$ cat config.mk
export PLATFORM = sky130hd
export DESIGN_NAME = u8kc_ctrl
export DESIGN_NICKNAME = d
export VERILOG_FILES = /design/src/rtl/core/u8kc_pkg.sv /design/src/rtl/core/u8kc_ctrl.sv
export SDC_FILE = /design/constraint.sdc
export NUM_CORES = 1
export LEC_CHECK = 0
export BUFFER_PORTS_ARGS = -buffer_cell sky130_fd_sc_hd__buf_2
export CAP_MARGIN = 20
export CORE_AREA = 2 2 39 41
export CTS_BUF_LIST = sky130_fd_sc_hd__clkbuf_8
export DETAILED_ROUTE_END_ITERATION = 16
export DIE_AREA = 0 0 41 43
export GPL_ROUTABILITY_DRIVEN = 0
export PLACE_DENSITY_LB_ADDON = 0.12
export SLEW_MARGIN = 20
export SYNTH_ARGS = -nofsm -noshare
export SYNTH_HDL_FRONTEND = slang
export SYNTH_SLANG_ARGS = --single-unit
$ cat constraint.sdc
create_clock -name clk -period 1.4 [get_ports clk]
set_clock_uncertainty 0.05 [all_clocks]
set_input_delay 0.14 -clock clk [delete_from_list [all_inputs] [get_ports clk]]
set_output_delay 0.14 -clock clk [all_outputs]
set_load 0.02 [all_outputs]
$ cat src/rtl/core/u8kc_pkg.sv
// shared constants and handshake structs for the utf-8 key code allocator
// no dependencies; imported by u8kc_ctrl, u8kc_dpath and utf8_keycode_allocator
package u8kc_pkg;

  localparam int TABLE_SLOTS = 246;
  localparam int SLOT_W      = 8;
  localparam int CP_W        = 21;

  // utf-8 byte classes
  localparam logic [7:0] CONT_MASK  = 8'hC0;
  localparam logic [7:0] CONT_TAG   = 8'h80;
  localparam logic [7:0] LEAD2_MASK = 8'hE0;
  localparam logic [7:0] LEAD2_TAG  = 8'hC0;
  localparam logic [7:0] LEAD3_MASK = 8'hF0;
  localparam logic [7:0] LEAD3_TAG  = 8'hE0;
  localparam logic [7:0] LEAD4_MASK = 8'hF8;
  localparam logic [7:0] LEAD4_TAG  = 8'hF0;

  typedef struct packed {
    logic take;     // input request accepted this cycle
    logic search;   // table search in progress
  } cmd_t;

  typedef struct packed {
    logic dec_emit; // accepted byte completes a code point
    logic dec_eom;  // accepted byte is the terminating nul
    logic hit;      // search found the code point
    logic miss;     // search ended without a match
  } status_t;

endpackage

$ cat src/rtl/core/u8kc_ctrl.sv
// controller state machine: accept, search, hold result
// depends on u8kc_pkg for cmd_t and status_t
module u8kc_ctrl (
  input  logic               clk,
  input  logic               rst,
  input  logic               in_valid,
  output logic               in_ready,
  output logic               out_valid,
  input  logic               out_ready,
  input  u8kc_pkg::status_t  status,
  output u8kc_pkg::cmd_t     cmd
);
  import u8kc_pkg::*;

  typedef enum logic [2:0] {
    ST_IDLE   = 3'b001,
    ST_SEARCH = 3'b010,
    ST_OUT    = 3'b100
  } state_t;

  state_t state, state_next;
  logic   take;
  logic   search;

  assign in_ready  = (state == ST_IDLE);
  assign out_valid = (state == ST_OUT);
  assign take      = (state == ST_IDLE) && in_valid;
  assign search    = (state == ST_SEARCH);
  assign cmd       = {take, search};

  always_comb begin
    state_next = state;
    case (state)
      ST_IDLE: begin
        if (take) begin
          if (status.dec_eom) begin
            state_next = ST_OUT;
          end else if (status.dec_emit) begin
            state_next = ST_SEARCH;
          end
        end
      end
      ST_SEARCH: begin
        if (status.hit || status.miss) begin
          state_next = ST_OUT;
        end
      end
      ST_OUT: begin
        if (out_ready) begin
          state_next = ST_IDLE;
        end
      end
      default: state_next = ST_IDLE;
    endcase
  end

  always_ff @(posedge clk) begin
    if (rst) begin
      state <= ST_IDLE;
    end else begin
      state <= state_next;
    end
  end

endmodule

After elaboration in Yosys (flattened, before gate mapping)
Index checks and enable logic that the tools add are counted.

word-level totals
  output and inout bits = 4
  flip-flop bits (word level) = 3
  input bits = 8
  word-level logic and storage cells = 17

operators by class
  equal/unequal tests = 7
  mux-type cells = 6
  reductions and logical operators = 3

operator list
  cell                                            number
  2-to-1 mux 3 bit                                5
  case mux 3 bit (3 select lines)                 1
  != test 2 x 1 -> 1 bit (second input constant)  3
  AND reduction 4 bit                             1
  == test 3 x 1 -> 1 bit (second input constant)  1
  == test 3 x 2 -> 1 bit (second input constant)  1
  == test 3 bit (second input constant)           1
  != test 3 x 1 -> 1 bit (second input constant)  1
  logical AND 1 bit                               1
  logical OR 1 bit                                1

Depth between registers and ports, before layout
Gate-level depths: netlist (run 1).

  word-level depth = 4
  gate-level depth with buffers = 3

Least setup slack after synthesis (run 1)
No wires, ideal clock.

  path type = register to register
  start point = register state[1]
  end point = register state[2]
  library setup time = 0.116 ns
  stages on the path, launching flop included = 4
  path slack = 0.055 ns
  path buffers = 0
  arrival = 1.179 ns
  path through = dfxtp_1 or3b_4 or3_4 o211a_1

between the ends
  cells in the longest elaborated chain, start to end = 4
  elaborated cells between the ends (all ways) = 10
  classes of those cells = 7 x eq/ne; 1 x mux; 2 x reduce/logical

RTL lines
  element                                  line                              source
  start: declaration                       u8kc_ctrl.sv:21                   state_t state, state_next;
  start signal: assignment                 u8kc_ctrl.sv:61                   state <= state_next;
  == test 3 x 1 -> 1 bit                   u8kc_ctrl.sv:27, u8kc_ctrl.sv:33
  logical AND 1 bit                        u8kc_ctrl.sv:27                   assign take = (state == ST_IDLE) && in_valid;
  != test 2 x 1 -> 1 bit (no source line)  --
  AND reduction 4 bit (no source line)     --

Several ways; a longest one is shown, not always the timed one.
A chain may end at the register's enable or synchronous reset.

Worst setup path in the final report (run 1)
  start point = register state[1]
  end point = register state[0]

The elaborated chain is that of the path after synthesis.

==> metrics, run 1 <==
status finished clean; Post-Syn Instances 21; # clock sinks 3; area grow syn2layout 75.8%; family with the most delay on the worst path simple AND/OR/NAND/NOR gates; Vias/cell between 3 and 4; PortBufs 11; fin crit share 0.986; min cycle time layout roughly 1400 ps; worst-margin pin slew roughly 200 ps; DR DRC count 0; antenna viol nets, final 0; Hold Startpoint rst; WS Path Type reg -> reg; Nets 47; via count between 200 and 250; final hold vios 0; sum of buffers and inverters on the critical path 1; Clk pin slew, worst setup/hold paths approximately 30 ps; Synth Cell Area 201 µm²; M1 wire length 200 µm; DP Wirelength between 300 and 400 µm; Max-Cap Viols 0; final count of pins violating max slew 0; Root Driver clkbuf_8; Worst Reg-to-Reg Cells 3; Met3 Routed Length between 30 and 40 µm; Slew HR 0.869; max reg flops 3; final hold slack 61.4 ps; GR Overflow Total 0; Hold WC Path Type in -> reg; Core Box Area about 1400 µm²; crit path max-delay cell type or4b_1; Worst setup EP type flip-flop; layout cells sized above 1 0.632; Pre-antenna DRT Iters 3; Lkg Pwr ~0.17 nW; setup total negative slack 0 ps; unrepaired setup endpoints after global routing true; Ys Warns 0; Seq/Total Area, Yosys 0.298; Pwr Total a little over 0.4 mW; latest clock arrival within the worst-skew pair between 200 and 250 ps; Arrival @ worst endpoint between 1000 and 1500 ps; CTS buffer count 3; CP Max Fanout 3; Die X between 40 and 50 µm; Required @ worst endpoint ~1500 ps; Peak VDD IR between 0.5 and 0.6 mV; Max Root-Sink Buffers 2; Achievable Freq just over 700 MHz; synthesized area per cell about 9.6 µm²; hold path endpoint state[1]; syn nets 29; vias in the first global route 186; H-tree Lvls 1; Routed WL 474 µm; CP Depth 3; commonest non-fill, non-tap cell in the layout buf_2; Reg with most FFs state; max incr delay on CP roughly 530 ps; commonest cells after routing, fill and taps aside buf_2, buf_4, clkbuf_8; Fill cells 163; largest net degree at the start of global routing 7; # rows 14; critical path cell sequence buf_4, or4b_1, a31o_1; die height 43 µm; P per Cell Area ~1200 nW/µm²; CTS tree done; biggest regs state (3); Finished Layout Cells between 50 and 60; met2 WL around 240 µm; # placed instances 47; reg2reg setup slack around 20 ps; DIE AREA around 1800 µm²; area leader, netlist dfxtp_1; Tot GR Track Use 0.0641; first-pass GRT wire length between 700 and 800 µm; initial antenna violation count 0; # diodes 0; top post-synthesis cells by area dfxtp_1, buf_4, and2_1, nor3b_2, or3_4; Ports 12; Cells on Worst Hold Path 2; #FFs+latches synth 3; Synth top area share 0.298; Netlist cell types 17; FF-to-FF End state[0]; first-iteration detailed-routing DRC count 3; element type at the critical path start flip-flop; Initial Utilization 0.146; r2r startpoint state[1]; top layer in use met3; drt wl/cell 8.78 µm; Setup violations, final 0; CTS Hold Bufs 0
==> how the worst max path moves through the flow <==
| stage | start | to | slack, ps |
|---|---|---|---|
| floorplan | state[1] | state[2] | 50 |
| global placement | state[1] | state[2] | 8 |
| detailed placement | state[1] | state[2] | 5 |
| CTS | state[1] | state[2] | 10 |
| global route | state[2] | state[2] | -10 |
| finish | state[1] | state[0] | 20 |
==> timing repair <==
action,in CTS,in global routing
resized for setup,5,1
setup buffers,1,3
endpoints found under the setup margin,2,2
==> worst reg2reg max path, cell delays in order, from the launching register on <==
cell,delay [ps]
dfxtp_4,340
buf_4,130
or4b_1,530
a31o_1,220
==> layer usage <==
layer | track usage | vias to the layer above
met5 | 0 | -
met1 | 0.0799 | 90
li1 | - | 111
met4 | 0.0400 | 0
met2 | 0.0844 | 6
met3 | 0.0314 | 0
==> cell usage after synthesis (all sizes together) <==
library cell and count:
o211a 1, and2 2, nand2 1, o211ai 1, a21oi 2, dfxtp 3, or4b 1, nor3b 2
or3b 1, o21ai 1, nand4b 1, buf 2, or3 1, a31o 1, inv 1
==> logic make-up (layout without fill, tap and decap cells) <==
| family | Yosys count | after routing | share of synthesized area |
|---|---|---|---|
| and+or+nand+nor | 9 | 9 | 0.385 |
| AOI/OAI and AO/OA | 6 | 6 | 0.224 |
| DFF | 3 | 3 | 0.298 |
| buffers and inverters | 3 | 20 | 0.0931 |
==> cell type report <==
cell class / instances / area (µm²) / share of cell area
clock buffers: 3 / 41.3 / 0.117
clock inverters: 1 / 3.75 / 0.0106
inverters: 1 / 3.75 / 0.0106
multi-input cells: 15 / 129 / 0.364
flip-flops and latches: 3 / 65.1 / 0.184
well taps: 16 / 20.0 / 0.0565
repair buffers: 15 / 91.3 / 0.258
==> power breakdown <==
group	total, mW	leakage [nW]	switching [mW]	internal (mW)
combinational	0.0699	0.122	0.0308	0.0391
clock	0.244	0.0269	0.0570	0.187
sequential	0.0957	0.0258	0.00560	0.0901
total	0.409	0.174	0.0935	0.316
==> stage by stage <==
| stage | worst slack [ps] | utilization | instance area [µm²] |
|---|---|---|---|
| after floorplan | 54.8 | - | 201 |
| after global placement | 8.33 | 0.194 | 269 |
| after detailed placement | 4.84 | 0.194 | 269 |
| after CTS | 12.6 | 0.238 | 329 |
| after global routing | -9.56 | 0.256 | 354 |
| final | 20.2 | 0.256 | 354 |
(Power assumes the default switching activity.)
==> run 2: changes to the inputs <==
Settings changed: CELL_PAD_IN_SITES_DETAIL_PLACEMENT from default to 1, CELL_PAD_IN_SITES_GLOBAL_PLACEMENT from default to 1.
==> metrics, run 2 (synthesis results as in run 1) <==
Ports 12; Max-Cap Viols 0; Worst setup EP type primary output; Int Pwr approximately 0.31 mW; antenna viol nets, final 0; Post-Place Worst Slack 25.2 ps; Cells on Worst Hold Path 2; Root Driver clkbuf_8; max reg flops 3; Required @ worst endpoint 1210 ps; Routed WL roughly 560 µm; drt wl/cell 10.6 µm; Hold WC Path Type in -> reg; Arrival @ worst endpoint ~1200 ps; CTS tree done; commonest non-fill, non-tap cell in the layout buf_2; WS Path Type reg -> out; PortBufs 11; # rows 14; Sw Ratio 0.226; clock power share 0.596; die height ~43 µm; first-iteration detailed-routing DRC count 3; GR Overflow Total 0; Sequential Power Share 0.241; final hold slack 61.8 ps; min cycle time layout 1420 ps; largest net degree at the start of global routing 5; status finished, violations left; biggest regs state (3); element type at the critical path start flip-flop; Tot GR Track Use 0.0782; via count about 210; Nets 46; initial antenna violation count 0; failing checks setup timing; H-tree Lvls 1; FF-to-FF End state[2]; area grow syn2layout 72.7%; layout cells sized above 1 0.649; Vias/cell approximately 4.0; fin crit share 1.01; r2r startpoint state[1]; Sw Pwr roughly 0.09 mW; Setup violations, final 1; unrepaired setup endpoints after global routing true; reg2reg setup slack about 30 ps; Die X approximately 41 µm; DP Wirelength roughly 460 µm; final hold vios 0; final count of pins violating max slew 0; worst-margin pin slew 188 ps; hold path endpoint state[1]; Hold Startpoint rst; Peak VDD IR 0.794 mV; Initial Utilization 0.146; Core Box Area around 1400 µm²; P per Cell Area between 1000 and 1500 nW/µm²; commonest cells after routing, fill and taps aside buf_2, clkbuf_8; first-pass GRT wire length about 900 µm; Max Root-Sink Buffers 2; CTS Hold Bufs 0; Achievable Freq between 700 and 800 MHz; Slew HR 0.875; Pre-antenna DRT Iters 2; CTS buffer count 3; DIE AREA approximately 1800 µm²; Reg with most FFs state; # clock sinks 3; latest clock arrival within the worst-skew pair between 200 and 250 ps; CP Max Fanout 4; Comb pwr share 0.162; Final Worst Setup Slack -18.8 ps; # diodes 0; Clk pin slew, worst setup/hold paths around 30 ps; Worst Reg-to-Reg Cells 3; vias in the first global route roughly 230; Lkg Pwr ~0.17 nW; DR DRC count 0
## run 2: changes by cell type in the layout (fill, tap and decap cells not counted)
cell,before,now
dfxtp_2,1,2
inv_1,2,1
dfxtp_4,1,0
buf_6,1,2
inv_2,0,1
buf_4,4,2
## run 2: how the worst max path moves through the flow
stage                        start  endpoint  depth (start not counted)  slack, ps
after floorplan           state[1]  state[2]                          3         50
after global placement    state[1]  state[2]                          3         30
after detailed placement  state[1]  state[2]                          3         30
after CTS                 state[1]    cmd[0]                          4        -30
after global routing      state[1]    cmd[0]                          4        -50
final                     state[1]    cmd[0]                          4        -20
## run 2: layout make-up
class	count	area, µm²
Fill cell	168	1040
Multi-Input combinational cell	15	129
Timing Repair Buffer	14	87.6
Sequential cell	3	62.6
Clock buffer	3	41.3
Tap cell	16	20.0
Clock inverter	1	3.75
Inverter	1	3.75
## run 2: power groups by stage
stage               logic [mW]  registers (mW)  clock network, mW
floorplan               0.0370          0.0956                  0
global placement        0.0566          0.0966                  0
detailed placement      0.0578          0.0970                  0
CTS                     0.0673          0.0976              0.250
global route            0.0719          0.0980              0.262
finish                  0.0654          0.0974              0.241
## run 2: metal layers
metal / wire length (µm) / global-route usage / vias up
met5: 0 / 0 / -
met4: 0 / 0 / 0
met3: 59 / 0.0628 / 0
met2: 265 / 0.119 / 8
met1: 237 / 0.0897 / 94
li1: - / - / 109
## run 2: worst max-delay path, stage by stage (launching register included)
cell and delay, ps:
dfxtp_2 350, or3b_4 390, buf_6 130, inv_2 40, buf_6 100
## run 2: through the flow
stage | total power, mW | cells | util | instance area (µm²) | TNS [ps]
6_report | 0.403 | 53 | 0.251 | 348 | -18.8
5_1_grt | 0.432 | 53 | 0.251 | 348 | -50.7
4_1_cts | 0.414 | 53 | 0.251 | 348 | -28.8
3_5_place_dp | 0.155 | 47 | 0.194 | 269 | 0
3_3_place_gp | 0.153 | 47 | 0.194 | 269 | 0
2_1_floorplan | 0.133 | 21 | - | 201 | 0
## run 2: what timing repair did
action / in CTS / in global routing
gates resized for setup: 7 / 0
buffers inserted: 2 / 0
endpoints found under the setup margin: 2 / 1
pin swaps: 0 / 0
==> run 3: changes to the inputs <==
Settings changed: PLACE_DENSITY_LB_ADDON 0.12 to 0.08.
==> metrics, run 3 (synthesis results as in run 1) <==
status finished clean; first-pass GRT wire length about 950 µm; CP Max Fanout 4; CTS tree done; worst-margin pin slew around 230 ps; layout cells sized above 1 0.639; H-tree Lvls 1; Achievable Freq roughly 720 MHz; Max Root-Sink Buffers 2; Setup violations, final 0; via count approximately 210; Initial Utilization 0.146; DIE AREA approximately 1800 µm²; Max-Cap Viols 0; Sw Ratio 0.226; largest net degree at the start of global routing 7; Post-Place Worst Slack 6.84 ps; WS Path Type reg -> reg; Comb pwr share 0.171; Area after DPL between 200 and 300 µm²; Final Worst Setup Slack approximately 13 ps; Die X 41 µm; # rows 14; Routed WL between 500 and 600 µm; Lkg Pwr about 0.16 nW; Slew HR 0.849; Sequential Power Share 0.237; commonest cells after routing, fill and taps aside buf_2, clkbuf_8; die height roughly 43 µm; area grow syn2layout 68.9%; clock power share 0.592; # diodes 0; Sw Pwr 0.0920 mW; GR Overflow Total 0; setup total negative slack 0 ps; latest clock arrival within the worst-skew pair ~210 ps; PortBufs 11; CTS Hold Bufs 0; max reg flops 3; Nets between 40 and 50; Tot GR Track Use 0.0843; Root Driver clkbuf_8; Reg with most FFs state; # clock sinks 3; first-iteration detailed-routing DRC count 4; biggest regs state (3); fin crit share 0.991; finished layout cell area roughly 340 µm²; unrepaired setup endpoints after global routing true; Peak VDD IR between 0.6 and 0.7 mV; Required @ worst endpoint between 1000 and 1500 ps; final hold vios 0; DR DRC count 0; Clk pin slew, worst setup/hold paths 30 ps; Pwr Total between 0.4 and 0.5 mW; Vias/cell roughly 4.0; element type at the critical path start flip-flop; antenna viol nets, final 0; Ports 12; initial antenna violation count 0; CTS buffer count 3; Core Box Area 1380 µm²; commonest non-fill, non-tap cell in the layout buf_2; final count of pins violating max slew 0; Pre-antenna DRT Iters 2; min cycle time layout 1390 ps; P per Cell Area ~1200 nW/µm²; vias in the first global route around 230; Worst setup EP type flip-flop; Int Pwr between 0.3 and 0.4 mW; Arrival @ worst endpoint 1430 ps; Hold WC Path Type in -> reg; drt wl/cell roughly 11 µm
## run 3: cell types whose count changed in the layout (fill, tap and decap cells not counted), sizes merged
cell	change
buf	-1
## run 3: path summary, 6_finish.rpt
| kind | slack (ps) | depth (start not counted) | to | start |
|---|---|---|---|---|
| min | 70 | 2 | state[1] | rst |
| min reg2reg | 600 | 2 | state[0] | state[0] |
| max reg2reg | 10 | 3 | state[2] | state[1] |
| max | 10 | 3 | state[2] | state[1] |
## run 3: layout make-up
| class | count | area [µm²] |
|---|---|---|
| fill | 174 | 1040 |
| multi-input combinational | 15 | 129 |
| timing repair buffer | 13 | 76.3 |
| sequential | 3 | 66.3 |
| clock buffer | 3 | 41.3 |
| tap | 16 | 20.0 |
| clock inverter | 1 | 3.75 |
| inverter | 1 | 3.75 |
## run 3: repair_timing
action,CTS,global route
resized for setup,5,2
pin swaps,0,0
buffers inserted,0,2
endpoints found under the setup margin,2,3
## run 3: worst max-delay path, stage by stage (launching register included)
cell	delay, ps
dfxtp_4	360
or3b_4	400
or3_4	340
o211a_1	120
## run 3: per-stage QoR
| step | std cells | util | hold slack, ps |
|---|---|---|---|
| after floorplan | 21 | - | 152 |
| after global placement | 47 | 0.194 | 296 |
| after detailed placement | 47 | 0.194 | 293 |
| after CTS | 50 | 0.232 | 62.2 |
| after global routing | 52 | 0.246 | 72.5 |
| final | 52 | 0.246 | 66.0 |
## run 3: layer usage
metal	up-vias	wire (µm)	GRT usage	share of wire
met5	-	0	0	0
met4	0	0	0.0400	0
met3	0	42	0.0471	0.077
met2	8	292	0.113	0.53
met1	95	212	0.106	0.39
li1	106	-	-	-
## run 3: power groups by stage
stage | logic (mW) | registers, mW | clock network, mW
4_1_cts | 0.0600 | 0.0975 | 0.249
5_1_grt | 0.0765 | 0.0977 | 0.260
2_1_floorplan | 0.0370 | 0.0956 | 0
6_report | 0.0696 | 0.0965 | 0.241
3_3_place_gp | 0.0575 | 0.0967 | 0
3_5_place_dp | 0.0565 | 0.0968 | 0
